File: src/hw/rtl/assert_macros.svh
// assertion helpers shared by the rtl files
// each macro expects a clock named clk and a reset named rst in scope
`ifndef ASSERT_MACROS_SVH
`define ASSERT_MACROS_SVH

// same-cycle implication, checked out of reset
`define ACRS_ASSERT_IMPL(label, ante, cons, msg) \
  label: assert property (@(posedge clk) disable iff (rst) (ante) |-> (cons)) \
    else $error(msg);

// next-cycle implication, checked out of reset
`define ACRS_ASSERT_NEXT(label, ante, cons, msg) \
  label: assert property (@(posedge clk) disable iff (rst) (ante) |=> (cons)) \
    else $error(msg);

`endif

File: src/hw/rtl/acrs_pkg.sv
// ----------------------------------------------------------------------------
// acrs_pkg
// types, codes and constants for the adc channel request scheduler
// ----------------------------------------------------------------------------
`default_nettype none

package acrs_pkg;

  localparam int ADC_CHANNELS = 9;   // default channel count
  localparam int CH_W         = 4;   // channel number width, up to 16 channels
  localparam int PIN_W        = 5;
  localparam int SAMPLE_W     = 10;
  localparam int REF_W        = 2;
  localparam int MUX_CH_W     = 6;   // reference code sits above this field
  localparam int MUX_W        = REF_W + MUX_CH_W;
  localparam int STATUS_W     = 2;

  localparam logic [PIN_W-1:0] PIN_ALIAS = 5'd14;  // pins from here alias down
  localparam logic [REF_W-1:0] REF_RESET = 2'd1;

  // result status codes
  localparam logic [STATUS_W-1:0] ST_PROGRESS = 2'd0;
  localparam logic [STATUS_W-1:0] ST_READY    = 2'd1;
  localparam logic [STATUS_W-1:0] ST_BADPIN   = 2'd2;
  localparam logic [STATUS_W-1:0] ST_HANDLED  = 2'd3;

  // item kinds
  localparam logic FUNC_READ     = 1'b0;
  localparam logic FUNC_COMPLETE = 1'b1;

  // round-robin search result
  typedef struct packed {
    logic            found;
    logic [CH_W-1:0] channel;
  } pick_t;

  typedef enum logic [1:0] {
    S_IDLE = 2'b01,
    S_EXEC = 2'b10
  } state_t;

endpackage

`default_nettype wire

File: src/hw/rtl/acrs_value_mem.sv
// ----------------------------------------------------------------------------
// acrs_value_mem
// sample store, one write port and one read port, registered read data
// ----------------------------------------------------------------------------
`default_nettype none

module acrs_value_mem #(
  parameter int DEPTH = acrs_pkg::ADC_CHANNELS
) (
  input  wire logic                          clk,
  input  wire logic                          we,
  input  wire logic [$clog2(DEPTH)-1:0]      waddr,
  input  wire logic [acrs_pkg::SAMPLE_W-1:0] wdata,
  input  wire logic                          re,
  input  wire logic [$clog2(DEPTH)-1:0]      raddr,
  output logic      [acrs_pkg::SAMPLE_W-1:0] rdata
);
  import acrs_pkg::*;

  logic [SAMPLE_W-1:0] mem [DEPTH];

  always_ff @(posedge clk) begin
    if (we) begin
      mem[waddr] <= wdata;
    end
  end

  always_ff @(posedge clk) begin
    if (re) begin
      rdata <= mem[raddr];
    end
  end

endmodule

`default_nettype wire

File: src/hw/rtl/acrs_rr_pick.sv
// ----------------------------------------------------------------------------
// acrs_rr_pick
// round-robin pick of the next pending channel after a given channel
// ----------------------------------------------------------------------------
`default_nettype none

module acrs_rr_pick #(
  parameter int CHANNELS = acrs_pkg::ADC_CHANNELS
) (
  input  wire logic [CHANNELS-1:0]       cand,
  input  wire logic [acrs_pkg::CH_W-1:0] from,
  output acrs_pkg::pick_t                pick
);
  import acrs_pkg::*;

  logic            hi_found;
  logic            lo_found;
  logic [CH_W-1:0] hi_ch;
  logic [CH_W-1:0] lo_ch;

  // lowest candidate above the start point wins, else lowest overall
  always_comb begin
    hi_found = 1'b0;
    lo_found = 1'b0;
    hi_ch    = '0;
    lo_ch    = '0;
    for (int i = CHANNELS - 1; i >= 0; i--) begin
      if (cand[i]) begin
        lo_found = 1'b1;
        lo_ch    = CH_W'(i);
        if (CH_W'(i) > from) begin
          hi_found = 1'b1;
          hi_ch    = CH_W'(i);
        end
      end
    end
    pick.found   = hi_found | lo_found;
    pick.channel = hi_found ? hi_ch : lo_ch;
  end

endmodule

`default_nettype wire

File: src/hw/rtl/adc_channel_request_scheduler.sv
// ----------------------------------------------------------------------------
// adc_channel_request_scheduler
// round-robin scheduler of converter channel read requests
//
// Each channel has an entry that is idle, pending or done; finished samples
// live in a small synchronous sample memory. A read beat (func 0) folds pins
// 14 and up down by 14: an idle channel becomes pending and, when the
// converter is free, a conversion is started on it (start_conversion with
// mux_setting = reference_select above the channel number); a done channel
// returns its sample and goes idle; a pending channel reports in progress;
// a folded pin outside the channel range reports bad pin and changes
// nothing. A completion beat (func 1) stores its sample for the active
// channel and restarts the converter on the next pending channel in
// round-robin order, or frees the converter; it is ignored when the
// converter is not busy. Every input beat gives exactly one result beat.
// An item is accepted and then executed: the accept cycle issues the sample
// memory read, and the execute step updates the entry state, writes the
// memory and loads the output register. The next item is accepted only after
// the execute step has committed, so the block holds no more than one item at
// a time; a result left waiting in the output register holds the execute
// step of the following item. There is no clearing pass after reset;
// reference_select may be written at any time through cfg_write/cfg_data.
// ----------------------------------------------------------------------------
`default_nettype none
`include "assert_macros.svh"

module adc_channel_request_scheduler #(
  parameter int CHANNELS = acrs_pkg::ADC_CHANNELS
) (
  input  wire logic                          clk,
  input  wire logic                          rst,
  // configuration
  input  wire logic                          cfg_write,
  input  wire logic [acrs_pkg::REF_W-1:0]    cfg_data,
  // input beats
  input  wire logic                          in_valid,
  output logic                               in_ready,
  input  wire logic                          func,
  input  wire logic [acrs_pkg::PIN_W-1:0]    pin,
  input  wire logic [acrs_pkg::SAMPLE_W-1:0] sample,
  // result beats
  output logic                               out_valid,
  input  wire logic                          out_ready,
  output logic      [acrs_pkg::STATUS_W-1:0] status,
  output logic      [acrs_pkg::SAMPLE_W-1:0] value,
  output logic                               start_conversion,
  output logic      [acrs_pkg::MUX_W-1:0]    mux_setting
);
  import acrs_pkg::*;

  localparam int AW = $clog2(CHANNELS);

  // control state
  state_t              state;
  state_t              state_next;
  logic [REF_W-1:0]    reference_select;
  logic [CHANNELS-1:0] pending;
  logic [CHANNELS-1:0] done;
  logic                busy;
  logic [CH_W-1:0]     active;

  // next values, applied when the item commits
  logic [CHANNELS-1:0] pending_next;
  logic [CHANNELS-1:0] done_next;
  logic                busy_next;
  logic [CH_W-1:0]     active_next;

  // latched item
  logic                func_q;
  logic [CH_W-1:0]     ch_q;
  logic                bad_q;
  logic [SAMPLE_W-1:0] sample_q;

  // pin folding on the incoming beat
  logic [PIN_W-1:0]    pin_fold;
  logic                bad_in;
  logic                accept;

  // execute stage
  logic                commit;
  logic [CH_W-1:0]     act_fix;
  logic [CHANNELS-1:0] act_oh;
  logic [CHANNELS-1:0] cand;
  pick_t               pick;
  logic [SAMPLE_W-1:0] mem_rdata;
  logic                mem_we;
  logic [STATUS_W-1:0] status_next;
  logic [SAMPLE_W-1:0] value_next;
  logic                start_next;
  logic [CH_W-1:0]     start_ch;

  assign in_ready = (state == S_IDLE);
  assign accept   = in_valid & in_ready;
  assign pin_fold = (pin >= PIN_ALIAS) ? (pin - PIN_ALIAS) : pin;
  assign bad_in   = ({1'b0, pin_fold} >= (PIN_W + 1)'(CHANNELS));

  // output register free, or emptied this cycle
  assign commit = (state == S_EXEC) & (~out_valid | out_ready);

  // reference register
  always_ff @(posedge clk) begin
    if (rst) begin
      reference_select <= REF_RESET;
    end else if (cfg_write) begin
      reference_select <= cfg_data;
    end
  end

  // two-step sequencer: accept and read, then execute and write back
  always_comb begin
    state_next = state;
    case (state)
      S_IDLE: begin
        if (accept) begin
          state_next = S_EXEC;
        end
      end
      S_EXEC: begin
        if (commit) begin
          state_next = S_IDLE;
        end
      end
      default: state_next = S_IDLE;
    endcase
  end

  always_ff @(posedge clk) begin
    if (rst) begin
      state <= S_IDLE;
    end else begin
      state <= state_next;
    end
  end

  always_ff @(posedge clk) begin
    if (accept) begin
      func_q   <= func;
      ch_q     <= pin_fold[CH_W-1:0];
      bad_q    <= bad_in;
      sample_q <= sample;
    end
  end

  // sample memory; the state machine keeps the next read behind the write,
  // so no forwarding is needed
  acrs_value_mem #(
    .DEPTH (CHANNELS)
  ) u_value_mem (
    .clk   (clk),
    .we    (mem_we),
    .waddr (act_fix[AW-1:0]),
    .wdata (sample_q),
    .re    (accept),
    .raddr (pin_fold[AW-1:0]),
    .rdata (mem_rdata)
  );

  // active channel is never out of range, but fall back to channel zero
  assign act_fix = ({1'b0, active} >= (CH_W + 1)'(CHANNELS)) ? '0 : active;
  assign act_oh  = {{(CHANNELS - 1){1'b0}}, 1'b1} << act_fix;
  // the finishing channel turns done, so it drops out of the search
  assign cand    = pending & ~act_oh;

  acrs_rr_pick #(
    .CHANNELS (CHANNELS)
  ) u_rr_pick (
    .cand (cand),
    .from (act_fix),
    .pick (pick)
  );

  always_comb begin
    pending_next = pending;
    done_next    = done;
    busy_next    = busy;
    active_next  = active;
    mem_we       = 1'b0;
    status_next  = ST_PROGRESS;
    value_next   = '0;
    start_next   = 1'b0;
    start_ch     = '0;
    case (func_q)
      FUNC_READ: begin
        if (bad_q) begin
          status_next = ST_BADPIN;
        end else if (done[ch_q[AW-1:0]]) begin
          // finished sample handed back, entry freed
          status_next              = ST_READY;
          value_next               = mem_rdata;
          done_next[ch_q[AW-1:0]]  = 1'b0;
        end else if (!pending[ch_q[AW-1:0]]) begin
          pending_next[ch_q[AW-1:0]] = 1'b1;
          if (!busy) begin
            busy_next   = 1'b1;
            active_next = ch_q;
            start_next  = 1'b1;
            start_ch    = ch_q;
          end
        end
      end
      FUNC_COMPLETE: begin
        status_next = ST_HANDLED;
        if (busy) begin
          mem_we                        = 1'b1;
          done_next[act_fix[AW-1:0]]    = 1'b1;
          pending_next[act_fix[AW-1:0]] = 1'b0;
          if (pick.found) begin
            active_next = pick.channel;
            start_next  = 1'b1;
            start_ch    = pick.channel;
          end else begin
            active_next = act_fix;
            busy_next   = 1'b0;
          end
        end
      end
      default: status_next = ST_PROGRESS;
    endcase
    // writes only land with the commit of the item
    mem_we = mem_we & commit;
  end

  always_ff @(posedge clk) begin
    if (rst) begin
      pending <= '0;
      done    <= '0;
      busy    <= 1'b0;
      active  <= '0;
    end else if (commit) begin
      pending <= pending_next;
      done    <= done_next;
      busy    <= busy_next;
      active  <= active_next;
    end
  end

  // output register
  always_ff @(posedge clk) begin
    if (rst) begin
      out_valid <= 1'b0;
    end else if (commit) begin
      out_valid <= 1'b1;
    end else if (out_ready) begin
      out_valid <= 1'b0;
    end
  end

  always_ff @(posedge clk) begin
    if (commit) begin
      status           <= status_next;
      value            <= value_next;
      start_conversion <= start_next;
      mux_setting      <= start_next ?
                          {reference_select, {(MUX_CH_W - CH_W){1'b0}}, start_ch} : '0;
    end
  end

  // an entry is never pending and done at once
  `ACRS_ASSERT_IMPL(a_tag_exclusive, 1'b1, (pending & done) == '0,
                    "entry both pending and done")
  // while converting, the active channel is still pending
  `ACRS_ASSERT_IMPL(a_active_pending, busy, pending[active[AW-1:0]],
                    "active channel not pending while busy")
  // a started conversion shows up as a busy converter
  `ACRS_ASSERT_IMPL(a_start_busy, out_valid && start_conversion, busy,
                    "conversion started but converter not busy")
  // an accepted item moves on to the execute step
  `ACRS_ASSERT_NEXT(a_accept_exec, accept, state == S_EXEC && !in_ready,
                    "accepted item did not enter execute")

endmodule

`default_nettype wire

File: config.mk
export PLATFORM = sky130hd
export DESIGN_NAME = adc_channel_request_scheduler
export DESIGN_NICKNAME = d
export VERILOG_FILES = /design/src/hw/rtl/acrs_pkg.sv /design/src/hw/rtl/acrs_value_mem.sv /design/src/hw/rtl/acrs_rr_pick.sv /design/src/hw/rtl/adc_channel_request_scheduler.sv
export VERILOG_INCLUDE_DIRS = /design/src /design/src/hw/rtl
export SDC_FILE = /design/constraint.sdc
export NUM_CORES = 1
export LEC_CHECK = 0
export ABC_AREA = 1
export BUFFER_PORTS_ARGS = -buffer_cell sky130_fd_sc_hd__buf_2
export CAP_MARGIN = 20
export CORE_ASPECT_RATIO = 0.7
export CORE_UTILIZATION = 40
export CTS_CLUSTER_SIZE = 12
export DETAILED_ROUTE_END_ITERATION = 10
export GPL_ROUTABILITY_DRIVEN = 1
export GPL_TIMING_DRIVEN = 1
export HOLD_SLACK_MARGIN = 0.02
export PLACE_DENSITY = 0.53
export SYNTH_ARGS = -nofsm -noshare
export SYNTH_HDL_FRONTEND = slang
export SYNTH_SLANG_ARGS = --single-unit
File: constraint.sdc
create_clock -name clk -period 2.5 [get_ports clk]
set_clock_uncertainty 0.1 [all_clocks]
set_input_delay 0.125 -clock clk [delete_from_list [all_inputs] [get_ports clk]]
set_output_delay 0.125 -clock clk [all_outputs]
set_load 0.005 [all_outputs]
==> results, run 1 <==
- The run finished with clean final reports.
- After technology mapping, the gate count stands at 739.
- The number of cells in the design after placement is 1,012.
- The required arrival time at the worst endpoint is 2.57 ns.
- The tool flagged a number of max-cap violations equal to 0.
- The cell row count is 40.
- The net count of the finished layout is 846.
- The setup path with the least slack is of type register to register.
- The die is 114.4 um tall.
- sky130_fd_sc_hd__edfxtp_1 takes more of the synthesized area than any other cell.
- Leaving out filler cells and counting taps, the final layout contains 1,066.
- The aggregate negative setup slack is 0 ns.
- The core region is 17,420 um^2.
- The remaining design rule violation count is 0.
- Pin placement for this block handled 46 I/O pins.
- The die outline area is 18,610 um^2.
- The number of different library cells used by synthesis comes to 37.
- The initial core utilization is 0.4148.
- The later pin in the worst-skew pair is clocked with a latency of 0.42 ns.
- STA classifies the critical path endpoint as a register.
- The tree is rooted in a sky130_fd_sc_hd__clkbuf_16.
- The number of input and output port buffers inserted is 43.
- The critical path launch point type is a register.
- The number of violations reported at the end of detailed-routing iteration 0 is 565.
- The part of the Yosys area used for sequential elements is 0.6387.
- Of the post-synthesis cell area, the dominant cell type holds 0.5611.
- The initial antenna violation count is 0.
- The path class of the tightest hold or removal check is input pin to register.
- After synthesis, the mean cell area works out to 9.776 um^2.
- Counting the buffers created by CTS gives 17.
- The endpoint of the most critical register-to-register path is mux_setting[0].
- IR analysis of the VDD net gives a maximum drop of 0.3961 mV.
- For the worst flop-to-flop path, the logic depth is 11.
- At the end of routability-driven placement, the weighted congestion stood at 0.8868.
- The power per cell area is 688.6 nW/um^2.
- Counting I/O delays and the setup requirement, the final critical path takes 2.368 ns.
- The largest net degree at the start of global routing is 43.
- The highest achievable clock rate is 422.2 MHz.
- The data arrival time of the critical path is 2.44 ns.
- Synthesis inferred 163 register bits.
- The total via count after detailed routing is 5,462.
- After clock tree synthesis, the clock-pin slew on the worst setup and hold paths is 0.07 ns.
- Dividing the final minimum period by the clock period gives 0.9474.
- The number of antenna repair diodes is 0.
- Setup repair after global routing left no endpoint under its margin.
- The via count of the first global-routing pass is 5,019.
- The most critical setup path has its endpoint at mux_setting[0].
- The synthesis-to-finish area growth is 18.95%.
- In this run the worst path has a maximum fanout of 7.
- For this run, the number of Yosys warnings is 0.
- The number of vias per cell after detailed routing is 5.124.
- The setup violation total in the final timing report is 0.
- The clock drives 163 sinks.
- In the post-synthesis netlist, the biggest area contributors are sky130_fd_sc_hd__edfxtp_1 (56%), sky130_fd_sc_hd__nand2_1 (9.5%), sky130_fd_sc_hd__dfxtp_1 (7.8%), sky130_fd_sc_hd__nand3_1 (6.1%), sky130_fd_sc_hd__nor2_1 (4.0%).
- The worst register-to-register path begins at active[2].
- The start point of the worst hold path is pin[3].
- The global routing usage summed across all routing layers is 0.2130.
- The CTS tree is done.
- In this run the remaining antenna-violating nets after routing total 0.
- The max-slew violation count is 0.
- The synthesized netlist occupies a cell area of 7224 um^2.
- The leakage power of the design is 0.003411 uW.
- The number of search-and-repair iterations in the first detailed-routing pass is 6.
- The horizontal extent of the die is 162.6 um.
- The maximum buffer depth of the clock tree is 2.
- The internal reg-to-reg setup slack is 0.13 ns.
- The HPWL after detailed placement is 13,550 um.
- The worst setup path startpoint is active[2].
- The final routed wire length divided by cell count is 17.66 um.
- The first-pass GRT wire length is 28,750 um.
- The post-route worst hold slack is 0.2380 ns.
- The share of cells above drive strength 1 is 0.1677.
- The routed design has 18,830 um of wire.
- After global routing the overflow that remains totals 0.
- The final-report hold violation count came to 0.
- The H-tree was split into 4 levels.
[stage by stage]
stage          setup WS [ns]  total power [uW]  utilization  instance area [um^2]
3_5_place_dp         0.09105              3470       0.4479                  7801
5_1_grt              0.03364              6117       0.4934                  8593
4_1_cts              0.06554              5967       0.4910                  8552
6_report              0.1316              5917       0.4934                  8593
2_1_floorplan         0.1955              3305            -                  7228
3_3_place_gp         0.05936              3461       0.4479                  7801
[flip-flops by register name, summed over array words and instances (netlist names)]
name / count
active: 4
bad_q: 1
busy: 1
ch_q: 4
done: 9
func_q: 1
mux_setting: 6
out_valid: 1
pending: 9
reference_select: 2
sample_q: 10
start_conversion: 1
state: 2
status: 2
u_value_mem.mem: 90
u_value_mem.rdata: 10
value: 10
[Yosys cell counts]
| cell | number |
|---|---|
| sky130_fd_sc_hd__o22ai_2 | 1 |
| sky130_fd_sc_hd__nor2_2 | 6 |
| sky130_fd_sc_hd__and2_1 | 3 |
| sky130_fd_sc_hd__inv_4 | 1 |
| sky130_fd_sc_hd__nand2_4 | 2 |
| sky130_fd_sc_hd__conb_1 | 1 |
| sky130_fd_sc_hd__o21ai_2 | 1 |
| sky130_fd_sc_hd__nand2_2 | 8 |
| sky130_fd_sc_hd__a211oi_1 | 1 |
| sky130_fd_sc_hd__and3_1 | 1 |
| sky130_fd_sc_hd__clkbuf_1 | 16 |
| sky130_fd_sc_hd__edfxtp_1 | 135 |
| sky130_fd_sc_hd__nor2_1 | 77 |
| sky130_fd_sc_hd__dfxtp_1 | 28 |
| sky130_fd_sc_hd__o21ai_1 | 5 |
| sky130_fd_sc_hd__nand3b_1 | 1 |
| sky130_fd_sc_hd__clkinv_1 | 1 |
| sky130_fd_sc_hd__a21oi_2 | 1 |
| sky130_fd_sc_hd__nand3_4 | 1 |
| sky130_fd_sc_hd__a31oi_1 | 10 |
| sky130_fd_sc_hd__a21oi_1 | 31 |
| sky130_fd_sc_hd__inv_1 | 60 |
| sky130_fd_sc_hd__nor2_4 | 3 |
| sky130_fd_sc_hd__ha_1 | 1 |
| sky130_fd_sc_hd__a22oi_1 | 4 |
| sky130_fd_sc_hd__buf_2 | 7 |
| sky130_fd_sc_hd__inv_2 | 7 |
| sky130_fd_sc_hd__nor3_1 | 4 |
| sky130_fd_sc_hd__buf_4 | 2 |
| sky130_fd_sc_hd__o22ai_1 | 3 |
| sky130_fd_sc_hd__nand3_2 | 4 |
| sky130_fd_sc_hd__o21bai_1 | 1 |
| sky130_fd_sc_hd__o21ai_0 | 33 |
| sky130_fd_sc_hd__nand2_1 | 182 |
| sky130_fd_sc_hd__nand4_1 | 8 |
| sky130_fd_sc_hd__buf_1 | 1 |
| sky130_fd_sc_hd__nand3_1 | 88 |
[layer usage]
metal	global-route usage	vias to the layer above	part of all wire
met1	0.3540	2571	0.54
met2	0.2652	196	0.37
met5	0	-	0
met3	0.05360	16	0.087
li1	-	2679	-
met4	0.05234	0	0.0084
[kinds of logic after synthesis]
kind of cell               after synthesis  share of synthesized area
other                                    1                  0.0005191
AOI/OAI and AO/OA                       91                    0.06945
DFF                                    163                     0.6387
adders and majority gates                1                   0.001732
buffers and inverters                   95                    0.05196
and+or+nand+nor                        388                     0.2376
[cell type report]
type / instances / area (um^2)
Clock buffer: 19 / 432.9
Clock inverter: 13 / 127.6
Fill cell: 1628 / 8823
Inverter: 69 / 261.5
Multi-Input combinational cell: 482 / 2258
Sequential cell: 163 / 4616
Tap cell: 231 / 289.0
Timing Repair Buffer: 89 / 608.1
[placed cells by master, fill, tap and decap left out, drive strengths merged]
cell and instances:
inv 72, o21ai 39, clkinv 5, and2 3
clkinvlp 4, a31oi 10, dfxtp 28, o22ai 4
buf 70, nor3 4, a22oi 4, ha 1
nand3 93, and3 1, nand3b 1, o21bai 1
a21oi 32, dlygate4sd3 19, clkbuf 19, nand2 192
nand4 8, a211oi 1, bufinv 1, conb 2
nor2 86, edfxtp 135
[worst min path at each step]
stage / endpoint / slack (ns) / cells after the start
finish: bad_q / 0.24 / 5
global route: ch_q[0] / 0.25 / 2
CTS: ch_q[0] / 0.23 / 2
detailed placement: sample_q[9] / 0.20 / 1
global placement: sample_q[9] / 0.20 / 1
floorplan: pending[0] / 0.09 / 1
[critical path, stage by stage, from the launching register on]
cell and delay, ns:
sky130_fd_sc_hd__dfxtp_1 0.40, sky130_fd_sc_hd__nor2_1 0.19, sky130_fd_sc_hd__nand3_1 0.20, sky130_fd_sc_hd__nand2_1 0.21, sky130_fd_sc_hd__nand3_2 0.18, sky130_fd_sc_hd__nand2_1 0.15
sky130_fd_sc_hd__nor2_2 0.06, sky130_fd_sc_hd__nand2_1 0.16, sky130_fd_sc_hd__nor2_1 0.07, sky130_fd_sc_hd__nand2_1 0.12, sky130_fd_sc_hd__and2_1 0.19, sky130_fd_sc_hd__o22ai_2 0.08
[power breakdown]
| group | internal, uW | switching, uW | total (uW) |
|---|---|---|---|
| Combinational | 127 | 271 | 398 |
| Sequential | 2990 | 46.5 | 3040 |
| Clock | 1390 | 1090 | 2480 |
[timing repair]
item	4_1_cts	5_1_grt
buffers inserted	0	3
gates resized for setup	0	6
endpoints found under the setup margin	0	29
endpoints found under the hold margin	25	0
hold buffers	19	0
Power figures use the tool's default switching activity.
==> inputs of run 2 (changes only) <==
--- a/config.mk
+++ b/config.mk
@@ -8,7 +8,6 @@
 export LEC_CHECK = 0
 export ABC_AREA = 1
 export BUFFER_PORTS_ARGS = -buffer_cell sky130_fd_sc_hd__buf_2
-export CAP_MARGIN = 20
 export CORE_ASPECT_RATIO = 0.7
 export CORE_UTILIZATION = 40
 export CTS_CLUSTER_SIZE = 12
@@ -17,6 +16,8 @@
 export GPL_TIMING_DRIVEN = 1
 export HOLD_SLACK_MARGIN = 0.02
 export PLACE_DENSITY = 0.53
+export SETUP_SLACK_MARGIN = 0.4
+export SLEW_MARGIN = 20
 export SYNTH_ARGS = -nofsm -noshare
 export SYNTH_HDL_FRONTEND = slang
 export SYNTH_SLANG_ARGS = --single-unit
==> run 2 against run 1 <==
- flip-flop and latch count did not move
- sequential share of layout area fell by 2.6 points
- worst hold slack got worse by 0.14 ns
- power rose by 5.0%
- fmax rose by 10%
- sequential power barely moved
- global-route usage rose by 0.25 points
- critical path depth rose by 2
- core utilization rose by 2.7 points
- setup slack improved by 0.22 ns
- critical endpoint is now pending[4]
==> results, run 2 (synthesized netlist as in run 1, its figures left out) <==
- The number of placed I/O pins is 46 (unchanged).
- STA classifies the critical path startpoint as a register.
- The internal reg-to-reg setup slack came to 0.35 ns (+0.22 ns).
- The first-pass GRT wire length is 29,100 um (+1.2%).
- The clock latency reported for the late side of the worst-skew pair is 0.42 ns (about the same).
- The library cells used most frequently in the layout, excluding fill and tap cells, are sky130_fd_sc_hd__nand2_1 (161), sky130_fd_sc_hd__edfxtp_1 (135), sky130_fd_sc_hd__nand3_1 (82).
- The core area is 17,420 um^2 (unchanged).
- The max-slew violation count is 0 (unchanged).
- The highest achievable clock rate came to 466.1 MHz (+10%).
- The synthesis-to-finish area growth is 25.42%.
- The peak fanout along the critical path is 8 (+1).
- The die outline area is 18,610 um^2 (unchanged).
- The number of clock sinks came to 163 (unchanged).
- The flow ran to the end, and the final reports show no timing, DRC or antenna violations.
- The final routed wire length divided by cell count is 18.27 um (+3.4%).
- The cell sitting at the root of the clock tree is a sky130_fd_sc_hd__clkbuf_16.
- The cell at the slowest stage of the critical path is sky130_fd_sc_hd__edfxtp_1.
- The largest net degree at the start of global routing is 43 (unchanged).
- The number of levels the H-tree was split into came to 4 (unchanged).
- Setup repair after global routing could not meet its margin everywhere.
- The path class of the tightest hold or removal check is input pin to register.
- The post-route worst hold slack is 0.09452 ns (-0.1435 ns).
- The fraction of power spent switching nets is 0.2258 (-0.01252).
- The number of violations reported at the end of detailed-routing iteration 0 is 555 (-1.8%).
- The count of nets left with antenna violations after detail routing is 0 (unchanged).
- The worst setup path is captured at a register.
- The buffers plus inverters on the worst setup path is 3 (+3).
- The cell-internal power is 4809 uW (+6.7%).
- The path type of the worst setup path is register to register.
- The proportion of power drawn by flip-flops and latches is 0.490 (-0.024).
- The via count of the first global-routing pass was 4,903 (-2.3%).
- The switching power total came to 1403 uW (-0.54%).
- The startpoint of the worst register-to-register path is ch_q[0].
- The final worst-path cycle share is 0.8582 (-0.08914).
- The maximum buffer depth of the clock tree came to 2 (unchanged).
- The signal on the critical path passes through nand2_2, inv_4, a22oi_2, nand2_1, nand2_2, nand3_4, nand2_4, inv_4, nor2_4, buf_6, nand2_8, nand2_1, a21oi_2.
- The aggregate negative setup slack came to 0 ns (unchanged).
- The die height is 114.4 um (unchanged).
- The required arrival time at the worst endpoint came to 2.70 ns (+0.13 ns).
- The weighted congestion at the end of routability-driven global placement is 0.9261 (+4.4%).
- The aggregate global routing overflow is 0 (unchanged).
- The global routing usage summed across all routing layers is 0.2156 (+0.002526).
- The clock period minus final worst setup slack is 2.146 ns (-0.2229 ns).
- The setup violation total in the final timing report was 0 (unchanged).
- The remaining design rule violation count is 0 (unchanged).
- The power per cell area is 685.5 nW/um^2 (-0.45%).
- The library cell used most frequently in the layout, excluding fill and tap cells, is sky130_fd_sc_hd__nand2_1.
- The register name with the most flops is u_value_mem.mem.
- The cell row count was 40 (unchanged).
- The share of cells above drive strength 1 is 0.2532 (+0.08557).
- Among cell families on the critical path, the largest total delay comes from simple AND/OR/NAND/NOR gates.
- In this run the most critical hold path is launched from pin[4].
- The combinational share of power is 0.070 (+0.003).
- The HPWL after detailed placement came to 13,250 um (-2.2%).
- Tracing the worst setup path back leads to its startpoint at ch_q[0].
- The TritonCTS buffer count came to 17 (unchanged).
- The initial core utilization came to 0.4148 (unchanged).
- The clock network power share came to 0.440 (+0.021).
- The horizontal extent of the die is 162.6 um (unchanged).
- The number of nets in the finished design is 860 (+1.7%).
- The number of input and output port buffers inserted is 43 (unchanged).
- The number of maximum-capacitance constraint violations is 0 (unchanged).
- The largest vdd supply drop is 0.3960 mV (about the same).
- The number of flip-flops in the largest register is 90 (unchanged).
- TritonCTS built the clock tree.
- The number of vias per cell after detailed routing is 5.172 (+0.94%).
- The delay of the slowest cell on the worst path is 0.52 ns (+0.12 ns).
- The clock edge transition at the registers on the reported setup and hold paths is 0.06 ns (about the same).
- The final-report hold violation count is 0 (unchanged).
- The number of antenna repair diodes is 0 (unchanged).
- The data arrival time of the critical path is 2.35 ns (-0.09 ns).
- The initial antenna violation count is 0 (unchanged).
- The routed wire length is 19,740 um (+4.8%).
- The leakage power of the design is 0.003540 uW (+3.8%).
- The total via count after detailed routing is 5,586 (+2.3%).
- The number of search-and-repair iterations in the first detailed-routing pass is 6 (unchanged).
-- run 2: cell count changes in the layout (fill, tap and decap cells not counted), sizes merged --
cell and change:
buf +13, bufinv +3, clkinvlp -1, dlygate4sd3 +1, inv -2
-- run 2: metrics by stage --
step	instances	power (uW)	utilization	cell area (um^2)	setup WS, ns
floorplan	740	3306	-	7259	0.4538
global placement	1009	3462	0.4491	7823	0.1534
detailed placement	1009	3467	0.4491	7823	0.06993
CTS	1066	6204	0.5019	8741	0.3835
global route	1080	6394	0.5203	9061	0.2544
finish	1080	6212	0.5203	9061	0.3544
-- run 2: worst register-to-register path: cells and delay by family, from the launching register on --
family / cells / cell delay, ns
AO/OA/AOI/OAI: 2 / 0.20
AND/OR/NAND/NOR: 8 / 0.93
flip-flops: 1 / 0.52
buffers and inverters: 3 / 0.29
-- run 2: repair_timing --
action,in CTS,in global routing
hold buffers,20,0
endpoints found under the setup margin,40,41
buffers inserted,5,13
endpoints found under the hold margin,25,0
resized for setup,20,66
pin swaps,2,15
cloned,0,1
-- run 2: per-layer routing --
| layer | vias to the layer above | part of all wire | global-route usage |
|---|---|---|---|
| met2 | 225 | 0.39 | 0.2735 |
| met3 | 21 | 0.096 | 0.06302 |
| met1 | 2623 | 0.51 | 0.3479 |
| li1 | 2717 | - | - |
| met4 | 0 | 0.0080 | 0.05296 |
| met5 | - | 0 | 0 |
-- run 2: area by class of cell --
type                    count  area (um^2)
fillers                  1560         8356
flip-flops and latches    163         4627
multi-input cells         482         2520
repair buffers            103        735.7
clock buffers              19        432.9
well taps                 231        289.0
inverters                  69        277.8
clock inverters            13        178.9
-- run 2: worst paths after layout --
kind,end,depth (start not counted)
setup / recovery,pending[4],13
hold / removal,bad_q,3
hold reg to reg,done[0],2
setup reg to reg,pending[4],13
-- run 2: power groups by stage --
stage / logic (uW) / clock network (uW) / registers (uW)
2_1_floorplan: 230 / 0 / 3080
3_3_place_gp: 360 / 0 / 3100
3_5_place_dp: 364 / 0 / 3100
5_1_grt: 475 / 2870 / 3050
4_1_cts: 396 / 2760 / 3050
6_report: 433 / 2730 / 3040
